===== src/hdl/mrv_pkg.sv =====
// Shared types and constants for the Modbus request validator.
// No dependencies; every other file in hdl/ imports this package.
`default_nettype none

package mrv_pkg;

    // Function codes handled by the validator
    localparam logic [7:0] FC_READ_COILS      = 8'h01;
    localparam logic [7:0] FC_READ_INPUTS     = 8'h02;
    localparam logic [7:0] FC_READ_HOLDING    = 8'h03;
    localparam logic [7:0] FC_READ_INPUT_REGS = 8'h04;
    localparam logic [7:0] FC_WRITE_COIL      = 8'h05;
    localparam logic [7:0] FC_WRITE_REG       = 8'h06;
    localparam logic [7:0] FC_WRITE_COILS     = 8'h0F;
    localparam logic [7:0] FC_WRITE_REGS      = 8'h10;

    localparam logic [7:0] FC_EXCEPTION_FLAG  = 8'h80;
    localparam logic [7:0] BROADCAST_ADDRESS  = 8'h00;
    localparam logic [7:0] ANSWER_ALL_ADDRESS = 8'h00;

    localparam logic [15:0] COIL_OFF_VALUE    = 16'h0000;
    localparam logic [15:0] COIL_ON_VALUE     = 16'hFF00;

    // Protocol maxima; a larger limit register acts as these
    localparam logic [10:0] READ_BITS_CAP_TOP   = 11'd2000;
    localparam logic [6:0]  MAX_READ_WORDS_TOP  = 7'd125;
    localparam logic [10:0] MAX_WRITE_BITS_TOP  = 11'd1968;
    localparam logic [6:0]  MAX_WRITE_WORDS_TOP = 7'd123;

    // Address space ends at 65535; start + count must not pass 65536
    localparam logic [16:0] ADDRESS_SPACE_SIZE = 17'h10000;

    localparam logic [7:0] EXC_REPLY_LENGTH   = 8'd3;
    localparam logic [7:0] WRITE_REPLY_LENGTH = 8'd6;
    localparam logic [7:0] READ_REPLY_HEADER  = 8'd3;

    localparam int CFG_INDEX_W = 3;
    localparam int CFG_DATA_W  = 11;

    // Reset values of the configuration registers
    localparam logic [7:0]  OWN_ADDRESS_RST     = 8'd1;
    localparam logic [5:0]  FUNCTION_ENABLE_RST = 6'h3F;
    localparam logic [10:0] READ_BITS_CAP_RST   = 11'd2000;
    localparam logic [6:0]  MAX_READ_WORDS_RST  = 7'd125;
    localparam logic [10:0] MAX_WRITE_BITS_RST  = 11'd1968;
    localparam logic [6:0]  MAX_WRITE_WORDS_RST = 7'd123;

    typedef enum logic [CFG_INDEX_W-1:0] {
        CFG_OWN_ADDRESS     = 3'd0,
        CFG_FUNCTION_ENABLE = 3'd1,
        CFG_READ_BITS_CAP   = 3'd2,
        CFG_MAX_READ_WORDS  = 3'd3,
        CFG_MAX_WRITE_BITS  = 3'd4,
        CFG_MAX_WRITE_WORDS = 3'd5
    } cfg_idx_t;

    // Bits of function_enable
    typedef enum logic [2:0] {
        EN_READ_COILS      = 3'd0,
        EN_READ_INPUTS     = 3'd1,
        EN_READ_HOLDING    = 3'd2,
        EN_READ_INPUT_REGS = 3'd3,
        EN_WRITE_COILS     = 3'd4,
        EN_WRITE_REGS      = 3'd5
    } en_bit_t;

    typedef enum logic [2:0] {
        EXC_NONE             = 3'd0,
        EXC_ILLEGAL_FUNCTION = 3'd1,
        EXC_ILLEGAL_ADDRESS  = 3'd2,
        EXC_ILLEGAL_VALUE    = 3'd3,
        EXC_DEVICE_FAILURE   = 3'd4
    } exc_t;

    typedef enum logic [1:0] {
        TABLE_COILS          = 2'd0,
        TABLE_DISCRETE_INPUT = 2'd1,
        TABLE_HOLDING_REGS   = 2'd2,
        TABLE_INPUT_REGS     = 2'd3
    } table_t;

    localparam logic [1:0] STORE_OK           = 2'd0;
    localparam logic [1:0] STORE_BAD_ADDRESS  = 2'd1;

    typedef struct packed {
        logic [7:0]  slave_address;
        logic [7:0]  function_code;
        logic [15:0] start_address;
        logic [15:0] quantity_or_value;
        logic [7:0]  declared_byte_count;
        logic [1:0]  store_status;
    } req_t;

    typedef struct packed {
        logic        respond;
        logic        is_exception;
        logic [2:0]  exception_code;
        logic [7:0]  reply_function;
        logic [7:0]  reply_length;
        logic [7:0]  reply_byte_count;
        logic        access_valid;
        logic [1:0]  access_table;
        logic        access_write;
        logic [15:0] access_start;
        logic [10:0] access_count;
    } rsp_t;

    typedef struct packed {
        logic [7:0]  own_address;
        logic [5:0]  function_enable;
        logic [10:0] read_bits_cap;
        logic [6:0]  max_read_words;
        logic [10:0] max_write_bits;
        logic [6:0]  max_write_words;
    } cfg_t;

endpackage

`default_nettype wire


===== src/hdl/mrv_check.sv =====
// Combinational request check: address filter, function decode, limits,
// coil encoding, address overflow and store verdict. Uses mrv_pkg.
`default_nettype none

module mrv_check
    import mrv_pkg::*;
(
    input  var req_t req,
    input  var cfg_t cfg,
    output rsp_t     rsp
);

    always_comb
    begin
        logic        match;
        logic        known;
        logic        multi;
        logic        wr;
        logic        bit_read;
        en_bit_t     en_bit;
        table_t      tbl;
        logic [10:0] limit;
        logic [10:0] rb_lim;
        logic [10:0] wb_lim;
        logic [6:0]  rw_lim;
        logic [6:0]  ww_lim;
        logic [15:0] count;
        logic [16:0] qty_plus7;
        logic [13:0] bit_bytes;
        logic [16:0] word_bytes;
        logic [16:0] end_addr;
        logic [7:0]  nbytes;
        exc_t        exc;

        match = (cfg.own_address == ANSWER_ALL_ADDRESS)
             || (req.slave_address == BROADCAST_ADDRESS)
             || (req.slave_address == cfg.own_address);

        rb_lim = (cfg.read_bits_cap > READ_BITS_CAP_TOP) ? READ_BITS_CAP_TOP
                                                         : cfg.read_bits_cap;
        wb_lim = (cfg.max_write_bits > MAX_WRITE_BITS_TOP) ? MAX_WRITE_BITS_TOP
                                                           : cfg.max_write_bits;
        rw_lim = (cfg.max_read_words > MAX_READ_WORDS_TOP) ? MAX_READ_WORDS_TOP
                                                           : cfg.max_read_words;
        ww_lim = (cfg.max_write_words > MAX_WRITE_WORDS_TOP) ? MAX_WRITE_WORDS_TOP
                                                             : cfg.max_write_words;

        known  = 1'b1;
        multi  = 1'b0;
        wr     = 1'b0;
        en_bit = EN_READ_COILS;
        tbl    = TABLE_COILS;
        limit  = '0;
        unique case (req.function_code)
            FC_READ_COILS:
            begin
                en_bit = EN_READ_COILS;      tbl = TABLE_COILS;
                limit = rb_lim;              multi = 1'b1;
            end
            FC_READ_INPUTS:
            begin
                en_bit = EN_READ_INPUTS;     tbl = TABLE_DISCRETE_INPUT;
                limit = rb_lim;              multi = 1'b1;
            end
            FC_READ_HOLDING:
            begin
                en_bit = EN_READ_HOLDING;    tbl = TABLE_HOLDING_REGS;
                limit = {4'b0, rw_lim};      multi = 1'b1;
            end
            FC_READ_INPUT_REGS:
            begin
                en_bit = EN_READ_INPUT_REGS; tbl = TABLE_INPUT_REGS;
                limit = {4'b0, rw_lim};      multi = 1'b1;
            end
            FC_WRITE_COIL:
            begin
                en_bit = EN_WRITE_COILS;     tbl = TABLE_COILS;          wr = 1'b1;
            end
            FC_WRITE_REG:
            begin
                en_bit = EN_WRITE_REGS;      tbl = TABLE_HOLDING_REGS;   wr = 1'b1;
            end
            FC_WRITE_COILS:
            begin
                en_bit = EN_WRITE_COILS;     tbl = TABLE_COILS;          wr = 1'b1;
                limit = wb_lim;              multi = 1'b1;
            end
            FC_WRITE_REGS:
            begin
                en_bit = EN_WRITE_REGS;      tbl = TABLE_HOLDING_REGS;   wr = 1'b1;
                limit = {4'b0, ww_lim};      multi = 1'b1;
            end
            default:
            begin
                known = 1'b0;
            end
        endcase

        count      = multi ? req.quantity_or_value : 16'd1;
        qty_plus7  = {1'b0, count} + 17'd7;
        bit_bytes  = qty_plus7[16:3];
        word_bytes = {count, 1'b0};
        end_addr   = {1'b0, req.start_address} + {1'b0, count};

        exc = EXC_NONE;
        if (!known || !cfg.function_enable[en_bit])
            exc = EXC_ILLEGAL_FUNCTION;
        else if (multi)
        begin
            if (count == 16'd0 || count > {5'b0, limit})
                exc = EXC_ILLEGAL_VALUE;
            else if (req.function_code == FC_WRITE_COILS
                     && bit_bytes != {6'b0, req.declared_byte_count})
                exc = EXC_ILLEGAL_VALUE;
            else if (req.function_code == FC_WRITE_REGS
                     && word_bytes != {9'b0, req.declared_byte_count})
                exc = EXC_ILLEGAL_VALUE;
            else if (end_addr > ADDRESS_SPACE_SIZE)
                exc = EXC_ILLEGAL_ADDRESS;
        end
        else if (req.function_code == FC_WRITE_COIL
                 && req.quantity_or_value != COIL_OFF_VALUE
                 && req.quantity_or_value != COIL_ON_VALUE)
            exc = EXC_ILLEGAL_VALUE;

        if (exc == EXC_NONE)
        begin
            if (req.store_status == STORE_BAD_ADDRESS)
                exc = EXC_ILLEGAL_ADDRESS;
            else if (req.store_status != STORE_OK)
                exc = EXC_DEVICE_FAILURE;
        end

        // Read bytes stay below 256 once the limit check has passed
        bit_read = (req.function_code == FC_READ_COILS)
                || (req.function_code == FC_READ_INPUTS);
        nbytes   = wr ? 8'd0 : (bit_read ? bit_bytes[7:0] : word_bytes[7:0]);

        rsp = '0;
        if (match)
        begin
            rsp.respond = 1'b1;
            if (exc != EXC_NONE)
            begin
                rsp.is_exception   = 1'b1;
                rsp.exception_code = exc;
                rsp.reply_function = req.function_code | FC_EXCEPTION_FLAG;
                rsp.reply_length   = EXC_REPLY_LENGTH;
            end
            else
            begin
                rsp.reply_function   = req.function_code;
                rsp.reply_length     = wr ? WRITE_REPLY_LENGTH
                                          : nbytes + READ_REPLY_HEADER;
                rsp.reply_byte_count = nbytes;
                rsp.access_valid     = 1'b1;
                rsp.access_table     = tbl;
                rsp.access_write     = wr;
                rsp.access_start     = req.start_address;
                rsp.access_count     = count[10:0];
            end
        end
    end

endmodule

`default_nettype wire


===== config.mk =====
export PLATFORM = sky130hd
export DESIGN_NAME = mrv_check
export DESIGN_NICKNAME = d
export VERILOG_FILES = /design/src/hdl/mrv_pkg.sv /design/src/hdl/mrv_check.sv
export SDC_FILE = /design/constraint.sdc
export NUM_CORES = 1
export LEC_CHECK = 0
export ABC_AREA = 0
export BUFFER_PORTS_ARGS = -buffer_cell sky130_fd_sc_hd__buf_2
export CORE_AREA = 2 2 95 97
export DETAILED_ROUTE_END_ITERATION = 8
export DIE_AREA = 0 0 97 99
export PLACE_DENSITY = 0.87
export SYNTH_ARGS = -nofsm -noshare
export SYNTH_HDL_FRONTEND = slang
export SYNTH_SLANG_ARGS = --single-unit

===== constraint.sdc =====
create_clock -name vclk -period 9.95
set_clock_uncertainty 0.15 [all_clocks]
set_input_delay 1.4925 -clock vclk [all_inputs]
set_output_delay 1.4925 -clock vclk [all_outputs]
set_load 0.05 [all_outputs]

==> run_results.csv, run 1 <==
group,metric,value,unit
status,status,"finished, final reports clean",
grt,globalRouteTotalUtil,0.329,
grt,grt_max_degree,29,
detailed_routing,wl_per_cell,18.5,um
critical_path,crit_family,"simple AND/OR/NAND/NOR gates",
cells_and_area,final_cells,924,
floorplan,core_area,0.00855,sq mm
cells_and_area,drive_above_1_share,0.260,
critical_path,startpoint_type,"primary input",
yosys,syn_avg_cell_area,6.52,sq um
critical_path,path_cells,"buf_2 -> and4_4 -> o41ai_4 -> nand2_1 -> buf_4 -> nand2_1 -> inv_1 -> ha_1 -> a21oi_1 -> o21ai_0 -> a2111o_1 -> a31oi_1 -> o32ai_1 -> nor3b_2 -> nand3_1 -> a21oi_2 -> buf_4 -> nor4b_2 -> buf_2",
timing,tns,0,ps
yosys,synth.area.top_cells,"and2_1, xnor2_1, nand2_1, ha_1, nor2_1",
critical_path,crit_fanout,26,
critical_path,path_buf_inv,5,
critical_path,crit_type,"primary input to output pin",
timing,fmax,0.117,GHz
placement,post-dp-hpwl,13.3,mm
grt,grt_pass1_wl,27.1,mm
detailed_routing,routed_via_density,6.63,
floorplan,initial_utilization,0.534,
critical_path,crit_arrival,6870,ps
cells_and_area,seq_cells,0,
detailed_routing,postRouteAntennaNets,0,
floorplan,num_rows,34,
clocking,postCtsSetupBuffers,0,
detailed_routing,wl,17.1,mm
detailed_routing,dr_total_vias,6124,
timing,setup_violations,0,
grt,first_global_vias,5389,
placement,gp_congestion,0.988,
timing,slew_headroom,0.208,
yosys,netlist_area,0.00457,sq mm
critical_path,cp_slowest_cell,"nand2_1",
power_and_ir_drop,powerDensity,29.4,mW/mm^2
yosys,yosysMostFrequentCell,"nand2_1",
cells_and_area,synthToLayoutAreaGrowth,16.4,%
placement,place_inst,924,
clocking,cts_resized,0,
floorplan,io_pins,168,
detailed_routing,firstDrtPassIters,7,
timing,finalHoldViolations,0,
clocking,hold_buffers,0,
cells_and_area,finish.utilization,0.622,
timing,period_needed,8510,ps
grt,grt-ovfl-total,0,
job,cap_violations,0,
power_and_ir_drop,leakagePower,2.41,nW
timing,setup_ws,1440,ps
cells_and_area,seqCellArea,0,sq um
timing,min_period_over_period,0.855,
critical_path,endpoint_kind,"output pin",
yosys,yosys.area.top_type_share,0.0740,
yosys,synth_common_cells,"nand2_1, and2_1, nor2_1, xnor2_1, clkbuf_1",
yosys,synth_warnings,0,
yosys,synth-seq-area-share,0,
floorplan,die_w,97,um
floorplan,dieHeight,99,um
cells_and_area,nets,943,
timing,rsz0062_at_grt,"no",
yosys,synth_nets,825,
worst_hold_path,hold_class,"primary input to output pin",
detailed_routing,drcViolationCount,0,
cells_and_area,clkbuf_count,0,
floorplan,design.die.area,0.00960,sq mm
yosys,netlist_instances,700,
cells_and_area,n_antenna_cell,0,
timing,worstMarginPinSlew,1180,ps
grt,antenna_found_initial,0,
yosys,yosys.cell_types.count,90,
detailed_routing,drtIter0Drc,815,
critical_path,cp_data_required_time,8310,ps
yosys,synth_top_area_cell,"and2_1",
timing,whs,3270,ps
placement,preCtsSetupSlack,1680,ps
timing,drv_slew,0,
power_and_ir_drop,vdd_drop_max,18.6,uV
critical_path,crit_path_max_incr_delay,700,ps
placement,portBuffers,168,
path summary, 6_finish.rpt:
path,start,to,slack (ps),cells past startpoint
worst min-delay path,req[39],rsp[24],3270,3
worst max-delay path,req[44],rsp[28],1440,19
final cells by class:
type | count | area [sq um]
Inverter | 25 | 93.8
Fill cell | 835 | 3230
Multi-Input combinational cell | 618 | 4210
Tap cell | 108 | 135
Timing Repair Buffer | 173 | 878
through the flow:
stage	cell area [sq um]	power (mW)
4_1_cts	5320	0.151
6_report	5320	0.156
3_3_place_gp	5320	0.149
2_1_floorplan	4570	0.0985
5_1_grt	5320	0.169
3_5_place_dp	5320	0.151
layer usage:
metal / track usage / wire (um) / vias to the layer above
li1: - / - / 2880
met1: 0.470 / 6990 / 2738
met2: 0.524 / 7540 / 458
met3: 0.0418 / 2130 / 48
met4: 0.0856 / 478 / 0
met5: 0 / 0 / -
power breakdown:
group | internal, mW | switching, mW
clock | 0 | 0
combinational | 0.0605 | 0.0959
sequential | 0 | 0
kinds of logic (layout without fill, tap and decap cells):
group                      Yosys count  count (layout)  synth area share
and+or+nand+nor                    312             312             0.389
muxes                               14              14            0.0321
xor gates and xnor gates            48              48            0.0921
AOI/OAI and AO/OA                  225             225             0.357
buffers and inverters               82             198            0.0784
adders and majority gates           19              19            0.0510
placed cells by master (no fill, tap or decap), types with 11 or more instances in the layout:
cell	instances
a21oi_1	28
a31oi_1	26
and2_1	54
buf_2	168
ha_1	17
inv_1	25
nand2_1	76
nand3_1	12
nor2_1	47
nor3_1	11
nor4_1	13
o21ai_0	29
o22ai_1	11
xnor2_1	34
xor2_1	14
worst min-delay path, delay by kind of cell:
family | cells | cell delay [ps]
buffers and inverters | 2 | 300
and+or+nand+nor | 1 | 120
Note: power is estimated with default switching activity, not from simulation.
==> inputs of run 2 (changes only) <==
Settings changed: RECOVER_POWER from default to 25.
==> run_results.csv, run 2 (same netlist as run 1, synthesis figures left out) <==
group,metric,value,unit
detailed_routing,wl_per_cell,18.5,um
floorplan,io_pins,168,
critical_path,endpoint_kind,"output pin",
power_and_ir_drop,powerDensity,29.4,mW/mm^2
grt,antenna_found_initial,0,
cells_and_area,layout_commonest_cell,"buf_2",
cells_and_area,synthToLayoutAreaGrowth,16.0,%
critical_path,crit_arrival,7260,ps
timing,fmax,0.112,GHz
floorplan,die_w,97,um
critical_path,crit_path_max_incr_delay,910,ps
detailed_routing,routed_via_density,6.64,
cells_and_area,n_antenna_cell,0,
placement,placed_area,0.00532,sq mm
timing,tns,0,ps
floorplan,dieHeight,99,um
timing,slew_headroom,0.213,
job,cap_violations,0,
timing,period_needed,8910,ps
detailed_routing,firstDrtPassIters,5,
critical_path,cp_slowest_cell,"and3_1",
cells_and_area,nets,943,
grt,globalRouteTotalUtil,0.329,
detailed_routing,drtIter0Drc,750,
grt,grt_max_degree,29,
worst_hold_path,hold_class,"primary input to output pin",
critical_path,cp.depth,21,
worst_hold_path,min_from,"req[39]",
grt,grt_pass1_wl,27.1,mm
critical_path,crit_type,"primary input to output pin",
worst_hold_path,hold_depth,3,
clocking,postCtsSetupBuffers,0,
timing,setup_violations,0,
timing,rsz0062_at_grt,"no",
floorplan,num_rows,34,
timing,drv_slew,0,
placement,portBuffers,168,
detailed_routing,drcViolationCount,0,
clocking,cts_resized,0,
placement,post-dp-hpwl,13.3,mm
cells_and_area,fin_area,0.00530,sq mm
worst_hold_path,hold_path_end,"rsp[24]",
floorplan,core_area,0.00855,sq mm
critical_path,cp_data_required_time,8310,ps
timing,finalHoldViolations,0,
cells_and_area,drive_above_1_share,0.245,
cells_and_area,seq_cells,0,
timing,min_period_over_period,0.895,
floorplan,initial_utilization,0.534,
grt,first_global_vias,5389,
detailed_routing,postRouteAntennaNets,0,
cells_and_area,final_cell_mix,"buf_2, nand2_1, and2_1, nor2_1, xnor2_1",
critical_path,startpoint_type,"primary input",
detailed_routing,dr_total_vias,6138,
power_and_ir_drop,vdd_drop_max,18.7,uV
critical_path,path_cells,"buf_2 -> nor4_4 -> and3_1 -> nor2_1 -> buf_4 -> nor2_1 -> inv_1 -> ha_1 -> o21ai_0 -> nand2_1 -> o21ai_1 -> a222oi_1 -> o311ai_0 -> mux2i_1 -> and4_1 -> and3_1 -> nand3_1 -> a21oi_2 -> buf_4 -> nor4b_2 -> buf_2",
placement,place_inst,924,
placement,gp_congestion,0.988,
clocking,hold_buffers,0,
status,status,"finished, final reports clean",
critical_path,crit_fanout,28,
critical_path,crit_family,"simple AND/OR/NAND/NOR gates",
cells_and_area,final_cells,924,
grt,grt-ovfl-total,0,
cells_and_area,seqCellArea,0,sq um
detailed_routing,wl,17.1,mm
cells_and_area,clkbuf_count,0,
floorplan,design.die.area,0.00960,sq mm
timing,worstMarginPinSlew,1180,ps
critical_path,path_buf_inv,5,
power_and_ir_drop,leakagePower,2.36,nW
==> run 2: routing by layer <==
metal,share of wire,up-vias,wire length [um],global-route usage
met5,0,-,0,0
met4,0.029,0,494,0.0856
met3,0.11,47,1910,0.0418
met2,0.44,430,7580,0.524
met1,0.42,2777,7110,0.470
li1,-,2884,-,-
==> run 2: worst max path at each step <==
stage | endpoint | slack (ps) | startpoint
4_1_cts | rsp[28] | 1660 | req[44]
6_report | rsp[28] | 1040 | req[43]
3_3_place_gp | rsp[28] | 1690 | req[44]
2_1_floorplan | rsp[35] | 2380 | req[45]
5_1_grt | rsp[28] | 760 | req[43]
3_5_place_dp | rsp[28] | 1680 | req[44]
==> run 2: metrics by stage <==
step / hold slack (ps) / power (mW) / worst slack, ps / utilization
after global routing: 3290 / 0.169 / 757 / 0.620
final: 3270 / 0.156 / 1040 / 0.620
after floorplan: 3100 / 0.0985 / 2380 / -
after CTS: 3270 / 0.151 / 1660 / 0.622
after global placement: 3260 / 0.149 / 1690 / 0.622
after detailed placement: 3270 / 0.151 / 1680 / 0.622
==> run 2: power by group <==
group	switching [mW]	internal, mW	total [mW]
clock network	0	0	0
registers	0	0	0
logic	0.0957	0.0603	0.156
total	0.0957	0.0603	0.156
==> run 2: cell type report <==
class | count | area [sq um]
inverter | 25 | 93.8
timing repair buffer | 173 | 862
multi-input combinational | 618 | 4210
tap | 108 | 135
fill | 844 | 3250
==> run 2: worst min-delay path: cells and delay by family <==
family        cells  cell delay, ps
simple gates      1             120
buf+inv           2             300
==> inputs of run 3 (changes only) <==
Settings changed: ABC_AREA 0 to 1, CORE_AREA 2 2 95 97 to 10 10 94 96, DIE_AREA 0 0 97 99 to 0 0 104 106, PLACE_DENSITY 0.87 to default, PLACE_DENSITY_LB_ADDON from default to 0.08.
==> run_results.csv, run 3 <==
group,metric,value,unit
status,status,"finished, final reports clean",
placement,post-dp-hpwl,13.6,mm
grt,grt_most_used_layer,"met2",
yosys,synthXorXnorAreaFrac,0.0443,
yosys,synth_top_area_cell,"nand2_1",
cells_and_area,final_cell_mix,"nand2_1, buf_2, nor2_1, inv_1, nand3_1",
timing,setup_ws,1330,ps
yosys,yosysMostFrequentCell,"nand2_1",
cells_and_area,final_cells,1044,
placement,preCtsSetupSlack,2120,ps
detailed_routing,dr_total_vias,5755,
cells_and_area,clkbuf_count,0,
cells_and_area,layout_commonest_cell,"nand2_1",
critical_path,startpoint_type,"primary input",
yosys,netlist_instances,788,
power_and_ir_drop,internal_power,0.0363,mW
detailed_routing,drcViolationCount,0,
power_and_ir_drop,vdd_drop_max,15.9,uV
floorplan,design.die.area,0.0110,sq mm
yosys,synth-seq-area-share,0,
floorplan,die_w,104,um
timing,min_period_over_period,0.867,
critical_path,crit_fanout,45,
critical_path,crit_path_max_incr_delay,640,ps
grt,globalRouteTotalUtil,0.265,
cells_and_area,seqCellArea,0,sq um
cells_and_area,synthToLayoutAreaGrowth,22.3,%
critical_path,cp_slowest_cell,"nor2_1",
power_and_ir_drop,seqPwrFrac,0,
yosys,syn_avg_cell_area,4.77,sq um
power_and_ir_drop,p_comb_frac,1.000,
floorplan,initial_utilization,0.532,
clocking,hold_buffers,0,
timing,period_needed,8620,ps
yosys,synth_compound_area_frac,0.113,
yosys,synth_common_cells,"nand2_1, nor2_1, inv_1, nand3_1, nand4_1",
cells_and_area,seq_cells,0,
grt,grt_pass1_wl,25.5,mm
yosys,synth_nets,913,
detailed_routing,wl_per_cell,15.2,um
yosys,synth-simple-area-share,0.623,
timing,fmax,0.116,GHz
worst_hold_path,hold_class,"primary input to output pin",
detailed_routing,drtIter0Drc,436,
detailed_routing,firstDrtPassIters,5,
floorplan,io_pins,168,
floorplan,num_rows,31,
grt,met2_usage,0.473,
yosys,synth.area.mux_share,0,
grt,grt_max_degree,46,
grt,use_met1,0.309,
grt,met3_usage,0.0501,
power_and_ir_drop,swShare,0.627,
power_and_ir_drop,leakagePower,2.95,nW
timing,rsz0062_at_grt,"no",
detailed_routing,postRouteAntennaNets,0,
job,cap_violations,0,
critical_path,crit_arrival,6980,ps
yosys,netlist_area,0.00376,sq mm
yosys,synth.area.top_cells,"nand2_1, nor2_1, inv_1, nand3_1, ha_1",
timing,drv_slew,0,
grt,antenna_found_initial,1,
placement,place_inst,1044,
grt,first_global_vias,5579,
critical_path,cp_data_required_time,8310,ps
cells_and_area,n_antenna_cell,0,
placement,gp_congestion,1.15,
timing,setup_violations,0,
yosys,synth_top_family_by_area,"simple AND/OR/NAND/NOR gates",
floorplan,dieHeight,106,um
timing,slew_headroom,0.457,
cells_and_area,nets,1072,
timing,worstMarginPinSlew,812,ps
power_and_ir_drop,clockPowerShare,0,
critical_path,crit_type,"primary input to output pin",
critical_path,crit_path_frequent_cell,"nand2_1",
yosys,synth_fa_ha_area_frac,0.0566,
yosys,yosys.area.top_type_share,0.236,
power_and_ir_drop,p_sw,0.0609,mW
placement,portBuffers,168,
critical_path,endpoint_kind,"output pin",
timing,tns,0,ps
cells_and_area,fillers,737,
timing,finalHoldViolations,0,
cells_and_area,drive_above_1_share,0.195,
detailed_routing,wl,15.8,mm
clocking,cts_resized,0,
detailed_routing,routed_via_density,5.51,
yosys,synth_warnings,0,
yosys,yosys.cell_types.count,42,
power_and_ir_drop,powerDensity,21.1,mW/mm^2
floorplan,core_area,0.00706,sq mm
clocking,postCtsSetupBuffers,0,
grt,grt-ovfl-total,0,
run 3: cell types whose count changed after synthesis, moves of 15 or more:
| cell | before | now |
|---|---|---|
| nand2_1 | 76 | 236 |
| inv_1 | 25 | 131 |
| nor2_1 | 47 | 138 |
| nand3_1 | 12 | 86 |
| and2_1 | 54 | 2 |
| xnor2_1 | 34 | 3 |
| clkbuf_1 | 31 | 1 |
| a31oi_1 | 26 | 3 |
| buf_2 | 15 | 0 |
run 3: cell families after synthesis:
family | Yosys count
compound gates | 70
simple gates | 535
fa+ha+maj | 17
buf+inv | 147
xor+xnor | 19
run 3: worst max-delay path: cells and delay by family:
kind | cells | cell delay, ps
adder cells (fa/ha/maj) | 2 | 450
buffers and inverters | 6 | 910
AND/OR/NAND/NOR | 23 | 4140
run 3: area by class of cell:
type                       instances  area (sq um)  area share
inverter                         136           510       0.111
timing repair buffer             168           826       0.180
multi-input combinational        641          3130       0.682
tap                               99           124      0.0270
run 3: metal layers:
metal  share of wire  wire length (um)
met5         0.00082                13
met3           0.095              1510
met4           0.033               516
met1            0.40              6320
met2            0.47              7470
run 3: stage by stage:
| stage | hold slack [ps] | util | cell area (sq um) | power (mW) |
|---|---|---|---|---|
| after floorplan | 3050 | - | 3760 | 0.0522 |
| after global placement | 3210 | 0.654 | 4620 | 0.0929 |
| after detailed placement | 3210 | 0.654 | 4620 | 0.0949 |
| after CTS | 3220 | 0.654 | 4620 | 0.0953 |
| after global routing | 3240 | 0.651 | 4590 | 0.108 |
| final | 3220 | 0.651 | 4590 | 0.0971 |
run 3: worst paths after layout:
| kind | start | endpoint | slack, ps | depth (start not counted) |
|---|---|---|---|---|
| max | req[49] | rsp[5] | 1330 | 31 |
| min | req[26] | rsp[11] | 3220 | 4 |
run 3: power by group through the flow:
stage / logic [mW] / registers [mW] / clock network, mW
floorplan: 0.0522 / 0 / 0
global placement: 0.0929 / 0 / 0
detailed placement: 0.0949 / 0 / 0
CTS: 0.0953 / 0 / 0
global route: 0.108 / 0 / 0
finish: 0.0971 / 0 / 0
